File: src/sv/pic_pkg.sv
// shared types and constants for the point-in-convex-polygon block
// no dependencies; used by pic_xprod_unit, point_in_convex_polygon_top and the testbench
package pic_pkg;

  localparam int unsigned COORD_W = 16;             // offsets, positions, points
  localparam int unsigned ABS_W   = COORD_W + 1;    // position plus offset
  localparam int unsigned DIF_W   = COORD_W + 2;    // difference of two absolute values
  localparam int unsigned PROD_W  = 2 * DIF_W;      // one exact product
  localparam int unsigned XP_W    = PROD_W + 1;     // difference of two products

  localparam int unsigned CFG_IDX_W = 2;
  localparam int unsigned CNT_CFG_W = 5;

  // configuration register indexes
  localparam logic [CFG_IDX_W-1:0] REG_POS_X = 2'd0;
  localparam logic [CFG_IDX_W-1:0] REG_POS_Y = 2'd1;
  localparam logic [CFG_IDX_W-1:0] REG_COUNT = 2'd2;

  // item kinds carried in tuser
  localparam logic OP_WRITE = 1'b0;
  localparam logic OP_QUERY = 1'b1;

  // stream word layout
  localparam int unsigned IN_DATA_W  = 40;
  localparam int unsigned OUT_DATA_W = 8;

  // control of the shared cross-product unit
  typedef struct packed {
    logic mul_en;   // capture a new product
    logic acc_en;   // move the held product into the accumulator
  } xp_ctrl_t;

endpackage

File: src/sv/point_in_convex_polygon_top.sv
// point-in-convex-polygon test: sequencer, config registers and output register
// depends on pic_pkg, pic_vtx_mem and pic_xprod_unit
//
// channel   dir  handshake                      payload
// s_axis    in   s_axis_tvalid / s_axis_tready  tuser op, tdata index, x, y
// m_axis    out  m_axis_tvalid / m_axis_tready  tdata inside_res
// cfg       in   cfg_valid_i / cfg_ready_o      cfg_index_i, cfg_data_i
//
// a vertex write leaves the sequencer in idle; a query walks the edges, passes its
//   result word to the output register from the done state and then returns to idle
//   (count of zero: straight from idle to the done state)
// each edge goes through a difference load, two multiplies on the single
//   shared multiplier, one compare; the table read of the next edge end overlaps
//   the compare; a query stops at the first failing edge
// the input side is ready only in idle; a finished result waits in the done
//   state while the output register is still full
// reset clears control and configuration; the vertex table is not cleared
module point_in_convex_polygon_top #(
  parameter int unsigned MAX_VERTS = 16
) (
  input  logic                              clk_i,
  input  logic                              rst_ni,
  // tdata: vertex_index [3:0], coord_x [19:4], coord_y [35:20], zero pad [39:36]
  input  logic [pic_pkg::IN_DATA_W-1:0]     s_axis_tdata,
  // tuser: op
  input  logic                              s_axis_tuser,
  input  logic                              s_axis_tvalid,
  output logic                              s_axis_tready,
  // tdata: inside_res [0], zero pad [7:1]
  output logic [pic_pkg::OUT_DATA_W-1:0]    m_axis_tdata,
  output logic                              m_axis_tvalid,
  input  logic                              m_axis_tready,
  input  logic                              cfg_valid_i,
  output logic                              cfg_ready_o,
  input  logic [pic_pkg::CFG_IDX_W-1:0]     cfg_index_i,
  input  logic [pic_pkg::COORD_W-1:0]       cfg_data_i
);

  localparam int unsigned IDX_W = (MAX_VERTS > 1) ? $clog2(MAX_VERTS) : 1;
  localparam int unsigned CNT_W = $clog2(MAX_VERTS + 1);
  localparam int unsigned CW1   = CNT_W + 1;
  localparam int unsigned CW    = pic_pkg::COORD_W;
  localparam int unsigned AW_   = pic_pkg::ABS_W;
  localparam int unsigned DW_   = pic_pkg::DIF_W;

  // sequencer states
  localparam logic [2:0] ST_IDLE  = 3'd0;
  localparam logic [2:0] ST_FIRST = 3'd1;  // first vertex arrives from the table
  localparam logic [2:0] ST_LOAD  = 3'd2;  // edge end arrives, form differences
  localparam logic [2:0] ST_MUL1  = 3'd3;  // ex * dy
  localparam logic [2:0] ST_MUL2  = 3'd4;  // ey * dx
  localparam logic [2:0] ST_CMP   = 3'd5;  // sign of the cross product
  localparam logic [2:0] ST_DONE  = 3'd6;  // result waits for the output register

  // input word fields
  logic [3:0]           in_index;
  logic signed [CW-1:0] in_x;
  logic signed [CW-1:0] in_y;
  assign in_index = s_axis_tdata[3:0];
  assign in_x     = s_axis_tdata[19:4];
  assign in_y     = s_axis_tdata[35:20];

  // configuration
  logic signed [CW-1:0]              pos_x_q, pos_y_q;
  logic [pic_pkg::CNT_CFG_W-1:0]     count_q;
  logic [CNT_W-1:0]                  n_eff;

  assign cfg_ready_o = 1'b1;

  always_ff @(posedge clk_i or negedge rst_ni) begin
    if (!rst_ni) begin
      pos_x_q <= '0;
      pos_y_q <= '0;
      count_q <= '0;
    end else if (cfg_valid_i) begin
      case (cfg_index_i)
        pic_pkg::REG_POS_X: pos_x_q <= cfg_data_i;
        pic_pkg::REG_POS_Y: pos_y_q <= cfg_data_i;
        pic_pkg::REG_COUNT: count_q <= cfg_data_i[pic_pkg::CNT_CFG_W-1:0];
        default: ;
      endcase
    end
  end

  // count above the table depth is clamped
  assign n_eff = (32'(count_q) > 32'(MAX_VERTS)) ? CNT_W'(MAX_VERTS) : CNT_W'(count_q);

  // sequencer registers
  logic [2:0]               state_q, state_d;
  logic [IDX_W-1:0]         edge_q, edge_d;
  logic                     result_q, result_d;
  logic signed [CW-1:0]     pt_x_q, pt_y_q;
  logic signed [AW_-1:0]    prev_x_q, prev_y_q;
  logic signed [DW_-1:0]    ex_q, ey_q, dx_q, dy_q;
  logic                     out_valid_q;
  logic                     out_inside_q;

  logic                     in_acc;
  logic                     out_free;
  logic [CW1-1:0]           e1, e2;
  logic                     last_edge;
  logic                     rd_en;
  logic [IDX_W-1:0]         rd_addr;
  logic                     wr_en;
  logic [2*CW-1:0]          rd_data;
  logic signed [CW-1:0]     rd_x, rd_y;
  logic signed [AW_-1:0]    cur_x, cur_y;
  pic_pkg::xp_ctrl_t        xp_ctrl;
  logic signed [DW_-1:0]    op_a, op_b;
  logic                     xp_pos;

  assign s_axis_tready = (state_q == ST_IDLE);
  assign in_acc        = s_axis_tvalid && s_axis_tready;
  assign out_free      = !out_valid_q || m_axis_tready;

  assign e1        = CW1'(edge_q) + CW1'(1);
  assign e2        = CW1'(edge_q) + CW1'(2);
  assign last_edge = (e1 == CW1'(n_eff));

  // vertex table writes: slots past the table depth are dropped
  assign wr_en = in_acc && (s_axis_tuser == pic_pkg::OP_WRITE) &&
                 (32'(in_index) < 32'(MAX_VERTS));

  assign rd_x  = rd_data[CW-1:0];
  assign rd_y  = rd_data[2*CW-1:CW];
  assign cur_x = AW_'(pos_x_q) + AW_'(rd_x);
  assign cur_y = AW_'(pos_y_q) + AW_'(rd_y);

  always_comb begin
    state_d  = state_q;
    edge_d   = edge_q;
    result_d = result_q;
    rd_en    = 1'b0;
    rd_addr  = '0;
    xp_ctrl  = '0;
    op_a     = ex_q;
    op_b     = dy_q;
    case (state_q)
      ST_IDLE: begin
        if (in_acc && (s_axis_tuser == pic_pkg::OP_QUERY)) begin
          edge_d = '0;
          if (n_eff == '0) begin
            // empty polygon counts as inside
            result_d = 1'b1;
            state_d  = ST_DONE;
          end else begin
            rd_en   = 1'b1;
            rd_addr = '0;
            state_d = ST_FIRST;
          end
        end
      end
      ST_FIRST: begin
        // fetch the end of edge zero, wrapping for a single vertex
        rd_en   = 1'b1;
        rd_addr = last_edge ? '0 : IDX_W'(e1);
        state_d = ST_LOAD;
      end
      ST_LOAD: begin
        state_d = ST_MUL1;
      end
      ST_MUL1: begin
        xp_ctrl.mul_en = 1'b1;
        op_a           = ex_q;
        op_b           = dy_q;
        state_d        = ST_MUL2;
      end
      ST_MUL2: begin
        xp_ctrl.mul_en = 1'b1;
        xp_ctrl.acc_en = 1'b1;
        op_a           = ey_q;
        op_b           = dx_q;
        state_d        = ST_CMP;
      end
      ST_CMP: begin
        if (!xp_pos) begin
          result_d = 1'b0;
          state_d  = ST_DONE;
        end else if (last_edge) begin
          result_d = 1'b1;
          state_d  = ST_DONE;
        end else begin
          edge_d  = IDX_W'(e1);
          rd_en   = 1'b1;
          rd_addr = (e2 == CW1'(n_eff)) ? '0 : IDX_W'(e2);
          state_d = ST_LOAD;
        end
      end
      ST_DONE: begin
        if (out_free) begin
          state_d = ST_IDLE;
        end
      end
      default: begin
        state_d = ST_IDLE;
      end
    endcase
  end

  always_ff @(posedge clk_i or negedge rst_ni) begin
    if (!rst_ni) begin
      state_q     <= ST_IDLE;
      edge_q      <= '0;
      result_q    <= 1'b0;
      out_valid_q <= 1'b0;
    end else begin
      state_q  <= state_d;
      edge_q   <= edge_d;
      result_q <= result_d;
      if ((state_q == ST_DONE) && out_free) begin
        out_valid_q <= 1'b1;
      end else if (m_axis_tready) begin
        out_valid_q <= 1'b0;
      end
    end
  end

  // payload registers
  always_ff @(posedge clk_i) begin
    if (in_acc) begin
      pt_x_q <= in_x;
      pt_y_q <= in_y;
    end
    if (state_q == ST_FIRST) begin
      prev_x_q <= cur_x;
      prev_y_q <= cur_y;
    end
    if (state_q == ST_LOAD) begin
      ex_q     <= DW_'(cur_x) - DW_'(prev_x_q);
      ey_q     <= DW_'(cur_y) - DW_'(prev_y_q);
      dx_q     <= DW_'(pt_x_q) - DW_'(prev_x_q);
      dy_q     <= DW_'(pt_y_q) - DW_'(prev_y_q);
      prev_x_q <= cur_x;
      prev_y_q <= cur_y;
    end
    if ((state_q == ST_DONE) && out_free) begin
      out_inside_q <= result_q;
    end
  end

  pic_vtx_mem #(
    .DEPTH (MAX_VERTS),
    .AW    (IDX_W),
    .DW    (2 * CW)
  ) u_vtx_mem (
    .clk_i   (clk_i),
    .we_i    (wr_en),
    .waddr_i (IDX_W'(in_index)),
    .wdata_i ({in_y, in_x}),
    .re_i    (rd_en),
    .raddr_i (rd_addr),
    .rdata_o (rd_data)
  );

  pic_xprod_unit u_xprod (
    .clk_i  (clk_i),
    .ctrl_i (xp_ctrl),
    .op_a_i (op_a),
    .op_b_i (op_b),
    .pos_o  (xp_pos)
  );

  assign m_axis_tvalid = out_valid_q;
  assign m_axis_tdata  = {{(pic_pkg::OUT_DATA_W-1){1'b0}}, out_inside_q};

  // a query on a non-empty polygon starts by fetching vertex zero
  assert property (@(posedge clk_i) disable iff (!rst_ni)
    (in_acc && (s_axis_tuser == pic_pkg::OP_QUERY) && (n_eff != '0))
      |=> (state_q == ST_FIRST))
    else $error("query did not start the edge walk");

  // the second multiply always follows the first
  assert property (@(posedge clk_i) disable iff (!rst_ni)
    (state_q == ST_MUL1) |=> (state_q == ST_MUL2))
    else $error("cross product sequence broken");

  // the edge index stays inside the polygon during a walk
  assert property (@(posedge clk_i) disable iff (!rst_ni)
    ((state_q == ST_FIRST) || (state_q == ST_LOAD) || (state_q == ST_MUL1) ||
     (state_q == ST_MUL2) || (state_q == ST_CMP)) |-> (CW1'(edge_q) < CW1'(n_eff)))
    else $error("edge index past vertex count");

  // a result word only appears from the done state
  assert property (@(posedge clk_i) disable iff (!rst_ni)
    $rose(out_valid_q) |-> ($past(state_q) == ST_DONE))
    else $error("result word without a finished query");

endmodule

File: src/sv/pic_vtx_mem.sv
// vertex offset table: one write port, one registered read port
// no package dependency; instantiated by point_in_convex_polygon_top
module pic_vtx_mem #(
  parameter int unsigned DEPTH = 16,
  parameter int unsigned AW    = 4,
  parameter int unsigned DW    = 32
) (
  input  logic          clk_i,
  input  logic          we_i,
  input  logic [AW-1:0] waddr_i,
  input  logic [DW-1:0] wdata_i,
  input  logic          re_i,
  input  logic [AW-1:0] raddr_i,
  output logic [DW-1:0] rdata_o
);

  logic [DW-1:0] mem [DEPTH];
  logic [DW-1:0] rdata_q;

  always_ff @(posedge clk_i) begin
    if (we_i) begin
      mem[waddr_i] <= wdata_i;
    end
  end

  always_ff @(posedge clk_i) begin
    if (re_i) begin
      rdata_q <= mem[raddr_i];
    end
  end

  assign rdata_o = rdata_q;

endmodule

File: src/sv/pic_xprod_unit.sv
// shared multiplier with product and accumulator registers
// depends on pic_pkg; one edge cross product takes two multiplies
module pic_xprod_unit (
  input  logic                                clk_i,
  input  pic_pkg::xp_ctrl_t                   ctrl_i,
  input  logic signed [pic_pkg::DIF_W-1:0]    op_a_i,
  input  logic signed [pic_pkg::DIF_W-1:0]    op_b_i,
  output logic                                pos_o
);

  logic signed [pic_pkg::PROD_W-1:0] prod_q;
  logic signed [pic_pkg::PROD_W-1:0] acc_q;
  logic signed [pic_pkg::XP_W-1:0]   diff;

  always_ff @(posedge clk_i) begin
    if (ctrl_i.mul_en) begin
      prod_q <= op_a_i * op_b_i;
    end
    if (ctrl_i.acc_en) begin
      acc_q <= prod_q;
    end
  end

  // first product minus second, strictly positive
  assign diff  = pic_pkg::XP_W'(acc_q) - pic_pkg::XP_W'(prod_q);
  assign pos_o = !diff[pic_pkg::XP_W-1] && (diff != '0);

endmodule

File: config.mk
export PLATFORM = sky130hd
export DESIGN_NAME = point_in_convex_polygon_top
export DESIGN_NICKNAME = d
export VERILOG_FILES = /design/src/sv/pic_pkg.sv /design/src/sv/point_in_convex_polygon_top.sv /design/src/sv/pic_vtx_mem.sv /design/src/sv/pic_xprod_unit.sv
export SDC_FILE = /design/constraint.sdc
export NUM_CORES = 2
export LEC_CHECK = 0
export BUFFER_PORTS_ARGS = -buffer_cell sky130_fd_sc_hd__clkbuf_2
export CAP_MARGIN = 30
export CORE_ASPECT_RATIO = 1.4
export CORE_UTILIZATION = 64
export CTS_CLUSTER_DIAMETER = 60
export DETAILED_ROUTE_END_ITERATION = 10
export GPL_TIMING_DRIVEN = 0
export PLACE_DENSITY = 0.88
export SYNTH_ARGS = -nofsm -noshare
export SYNTH_HDL_FRONTEND = slang
export SYNTH_HIERARCHICAL = 1
export SYNTH_SLANG_ARGS = --single-unit
export TNS_END_PERCENT = 100
File: constraint.sdc
create_clock -name clk_i -period 9.78 [get_ports clk_i]
set_input_delay 1.467 -clock clk_i [delete_from_list [all_inputs] [get_ports clk_i]]
set_output_delay 1.467 -clock clk_i [all_outputs]
set_load 0.1 [all_outputs]
==> summary.md <==
| Metric | Value |
|---|---|
| Setup Crit Path Kind | flop to flop |
| Largest net degree at the start of global routing | 40 |
| CORE AREA | about 74000 um2 |
| Die Y | between 300 and 400 um |
| Clk Tree Root Cell | clkbuf_16 |
| Fin util | 0.712 |
| Setup TNS | 0 ns |
| Met1 Usage GRT | 0.365 |
| Total detailed-routing wirelength | around 140000 um |
| Crit. End Element | flop |
| Max cap viols | 0 |
| Pins over their slew limit | 0 |
| Clock tree from TritonCTS | built |
| Total number of vias | about 32000 |
| Status | finished, final reports clean |
| Total clock sinks | around 800 |
| Register area share after synthesis | 0.496 |
| CTS buffer count | 72 |
| Clock-pin slew on the worst setup and hold paths | around 0.060 ns |
| Syn_area_per_cell | between 10 and 15 um2 |
| M2 GR Usage | 0.618 |
| DR iter-0 viols | about 3800 |
| Iteration count of the initial detailed-routing pass | 8 |
| GRT Util Overall | 0.362 |
| Final Critical Period | ~9.4 ns |
| Worst EP arrival | between 9 and 10 ns |
| Boundary Pins | 75 |
| Hold crit path type | flop to flop |
| Yosys cell types | slightly above 90 |
| DIE AREA | around 76000 um2 |
| Worst skew pair latency | ~0.66 ns |
| Critical Path RT | between 10 and 15 ns |
| Area growth, synth to finish | 9.80% |
| Die Width | 234 um |
| Placed inst area | between 50000 and 60000 um2 |
| Routability cong. | roughly 1.1 |
| Worst Slack Setup Final | 0.371 ns |
| CTS H-Tree Depth | 3 |
| Standard-cell rows | between 100 and 150 |
| Clk_skew | roughly 0.052 ns |
| Crit share post-route | 0.962 |
| Hold_buf cts | 0 |
| Grt met3 use | 0.0898 |
| Top-area cell type share of the netlist area | 0.472 |
| Worst setup SP type | flop |
| Post-synth EDFFs | around 760 |
| Final Cell Area | 52800 um2 |
| Crit Path Max Fanout | 10 |
| Setup bufs post-CTS | 0 |
| Post-DR wirelength/cell | 28.5 um |
| Achievable Freq | 0.106 GHz |
| Congestion Overflow GR | 0 |
| Final ANT Viol Nets | 0 |
| # DRC | 0 |
| Drt via density | ~6.7 |
| Post-Syn Instances | about 3600 |
| Final Hold Fails | 0 |
| Pre-CTS setup slack | 0.354 ns |
| Main synth FF type | edfxtp_1 |
| Yosys top cell by area | edfxtp_1 |
| Gr busiest metal | met2 |
| Max clock buf depth | 3 |
| Port Buffers | between 60 and 70 |
| #FFs+latches synth | between 800 and 900 |
| Fin nets | roughly 4400 |
| Top cells by area, synth | edfxtp_1, fa_1, ha_1, mux4_2, inv_1 |
| Initial antenna violation count | 12 |
| Asr flop ratio synth | 0.0574 |
| Max-Slew Margin vs Limit | 0.337 |
| First-pass GRT wire length | 199000 um |
| Layout cells sized above 1 | 0.128 |
| # setup viols final | 0 |
| RSZ-0062 raised after global routing | false |
| Synth warn | 6 |
| Slew @ Worst Pin | 0.990 ns |
| Hpwl dp | ~93000 um |
| Mapped cell area | around 48000 um2 |
| Cts repair resizes | 0 |
| Vias in the first global route | about 33000 |
| Initial Utilization | 0.648 |
-- Yosys cell counts (all sizes together), types with 5 or more instances --
| cell | number |
|---|---|
| edfxtp | 755 |
| inv | 476 |
| fa | 336 |
| nand2 | 263 |
| ha | 231 |
| and2 | 173 |
| nor2 | 140 |
| a21oi | 128 |
| mux4 | 128 |
| o21ai | 99 |
| xnor2 | 93 |
| clkbuf | 85 |
| mux2 | 74 |
| a22oi | 68 |
| dfrtp | 46 |
| buf | 39 |
| a21o | 37 |
| xor2 | 34 |
| nand3 | 33 |
| nor3 | 33 |
| o21a | 32 |
| nor2b | 30 |
| a211oi | 29 |
| nand2b | 27 |
| nand4 | 18 |
| or3 | 17 |
| and3 | 16 |
| o21bai | 16 |
| a31oi | 13 |
| o211ai | 12 |
| nor4 | 9 |
| a21boi | 8 |
| or2 | 8 |
| mux2i | 7 |
| o22ai | 7 |
| a2111oi | 6 |
| nand3b | 6 |
| and4 | 5 |
| nor3b | 5 |
| o2111ai | 5 |
| o31ai | 5 |
-- kinds of logic (layout without fill, tap and decap cells) --
group | Yosys count | count (layout) | synth area share
xor gates and xnor gates | 128 | 128 | 0.0236
buffers and inverters | 600 | 831 | 0.0488
muxes | 209 | 209 | 0.0788
AOI/OAI and AO/OA | 516 | 516 | 0.0715
other | 2 | 11 | 0.000156
DFF | 801 | 801 | 0.496
and+or+nand+nor | 789 | 789 | 0.0813
adders and majority gates | 567 | 567 | 0.200
-- path summary, 6_finish.rpt --
path	start	end	slack [ns]	cells after the start
worst min-delay path	u_xprod/prod_q[17]	u_xprod/acc_q[17]	0.45	0
worst max-delay path	state_q[1]	u_xprod/prod_q[34]	0.37	25
worst max register to register	state_q[1]	u_xprod/prod_q[34]	0.37	25
worst min register to register	u_xprod/prod_q[17]	u_xprod/acc_q[17]	0.45	0
min in group asynchronous	rst_ni	count_q[0]	0.69	1
max in group asynchronous	rst_ni	pos_y_q[10]	8.54	2
-- per-layer routing --
| layer | share of wire | vias up | wire (um) |
|---|---|---|---|
| li1 | - | 13100 | - |
| met1 | 0.29 | 15500 | 40100 |
| met2 | 0.50 | 2462 | 69200 |
| met3 | 0.10 | 839 | 13700 |
| met4 | 0.10 | 18 | 14200 |
| met5 | 0.00084 | - | 115 |
-- state kept, by name, indices dropped and copies added (netlist names), 17 cells and up --
name               cells
u_vtx_mem/mem        512
u_vtx_mem/rdata_o     32
dx_q                  18
prev_x_q              17
prev_y_q              17
ex_q                  18
u_xprod/acc_q         36
u_xprod/prod_q        36
ey_q                  18
dy_q                  18
-- metrics by stage --
| stage | hold slack, ns | instances |
|---|---|---|
| finish | 0.448 | 4812 |
| global route | 0.449 | 4811 |
| CTS | 0.446 | 4806 |
| detailed placement | 0.432 | 4674 |
| global placement | 0.430 | 4640 |
| floorplan | 0.426 | 3618 |
-- critical path, stage by stage, from the launching register on --
cell,delay (ns)
dfrtp_1,0.35
clkbuf_1,0.19
nor3b_1,0.55
clkbuf_2,0.42
buf_1,0.43
mux2_2,0.45
clkbuf_1,0.61
nand2_1,0.19
fa_1,0.53
fa_1,0.48
fa_1,0.45
fa_1,0.49
inv_1,0.06
fa_1,0.60
fa_1,0.45
ha_1,0.35
and4_1,0.22
o21ai_0,0.20
nor3_1,0.21
o2111ai_1,0.33
a21oi_1,0.16
a311oi_1,0.55
a211oi_1,0.20
or3_1,0.37
a21oi_1,0.18
xnor2_1,0.11
-- cell type report --
cell class,count,area (um2)
clock buffer,83,1900
multi-input combinational,2217,22100
sequential,801,23800
clock inverter,49,524
fill,4410,21400
timing repair buffer,99,911
buffer,124,561
antenna,3,7.51
inverter,476,1790
tap,960,1200
-- cell usage in the layout, fill, tap and decap left out, types with 33 or more instances in the layout --
| master | count |
|---|---|
| edfxtp_1 | 755 |
| inv_1 | 473 |
| fa_1 | 336 |
| nand2_1 | 263 |
| ha_1 | 230 |
| and2_1 | 172 |
| mux4_2 | 128 |
| nor2_1 | 126 |
| a21oi_1 | 123 |
| xnor2_1 | 93 |
| clkbuf_1 | 91 |
| o21ai_0 | 78 |
| mux2_2 | 74 |
| clkbuf_16 | 74 |
| a22oi_1 | 68 |
| clkbuf_2 | 65 |
| dfrtp_1 | 46 |
| a21o_1 | 37 |
| xor2_1 | 34 |
| nand3_1 | 33 |
Power is not shown: default switching activity piles up to over one toggle a cycle in this logic, so the estimate is an artifact.
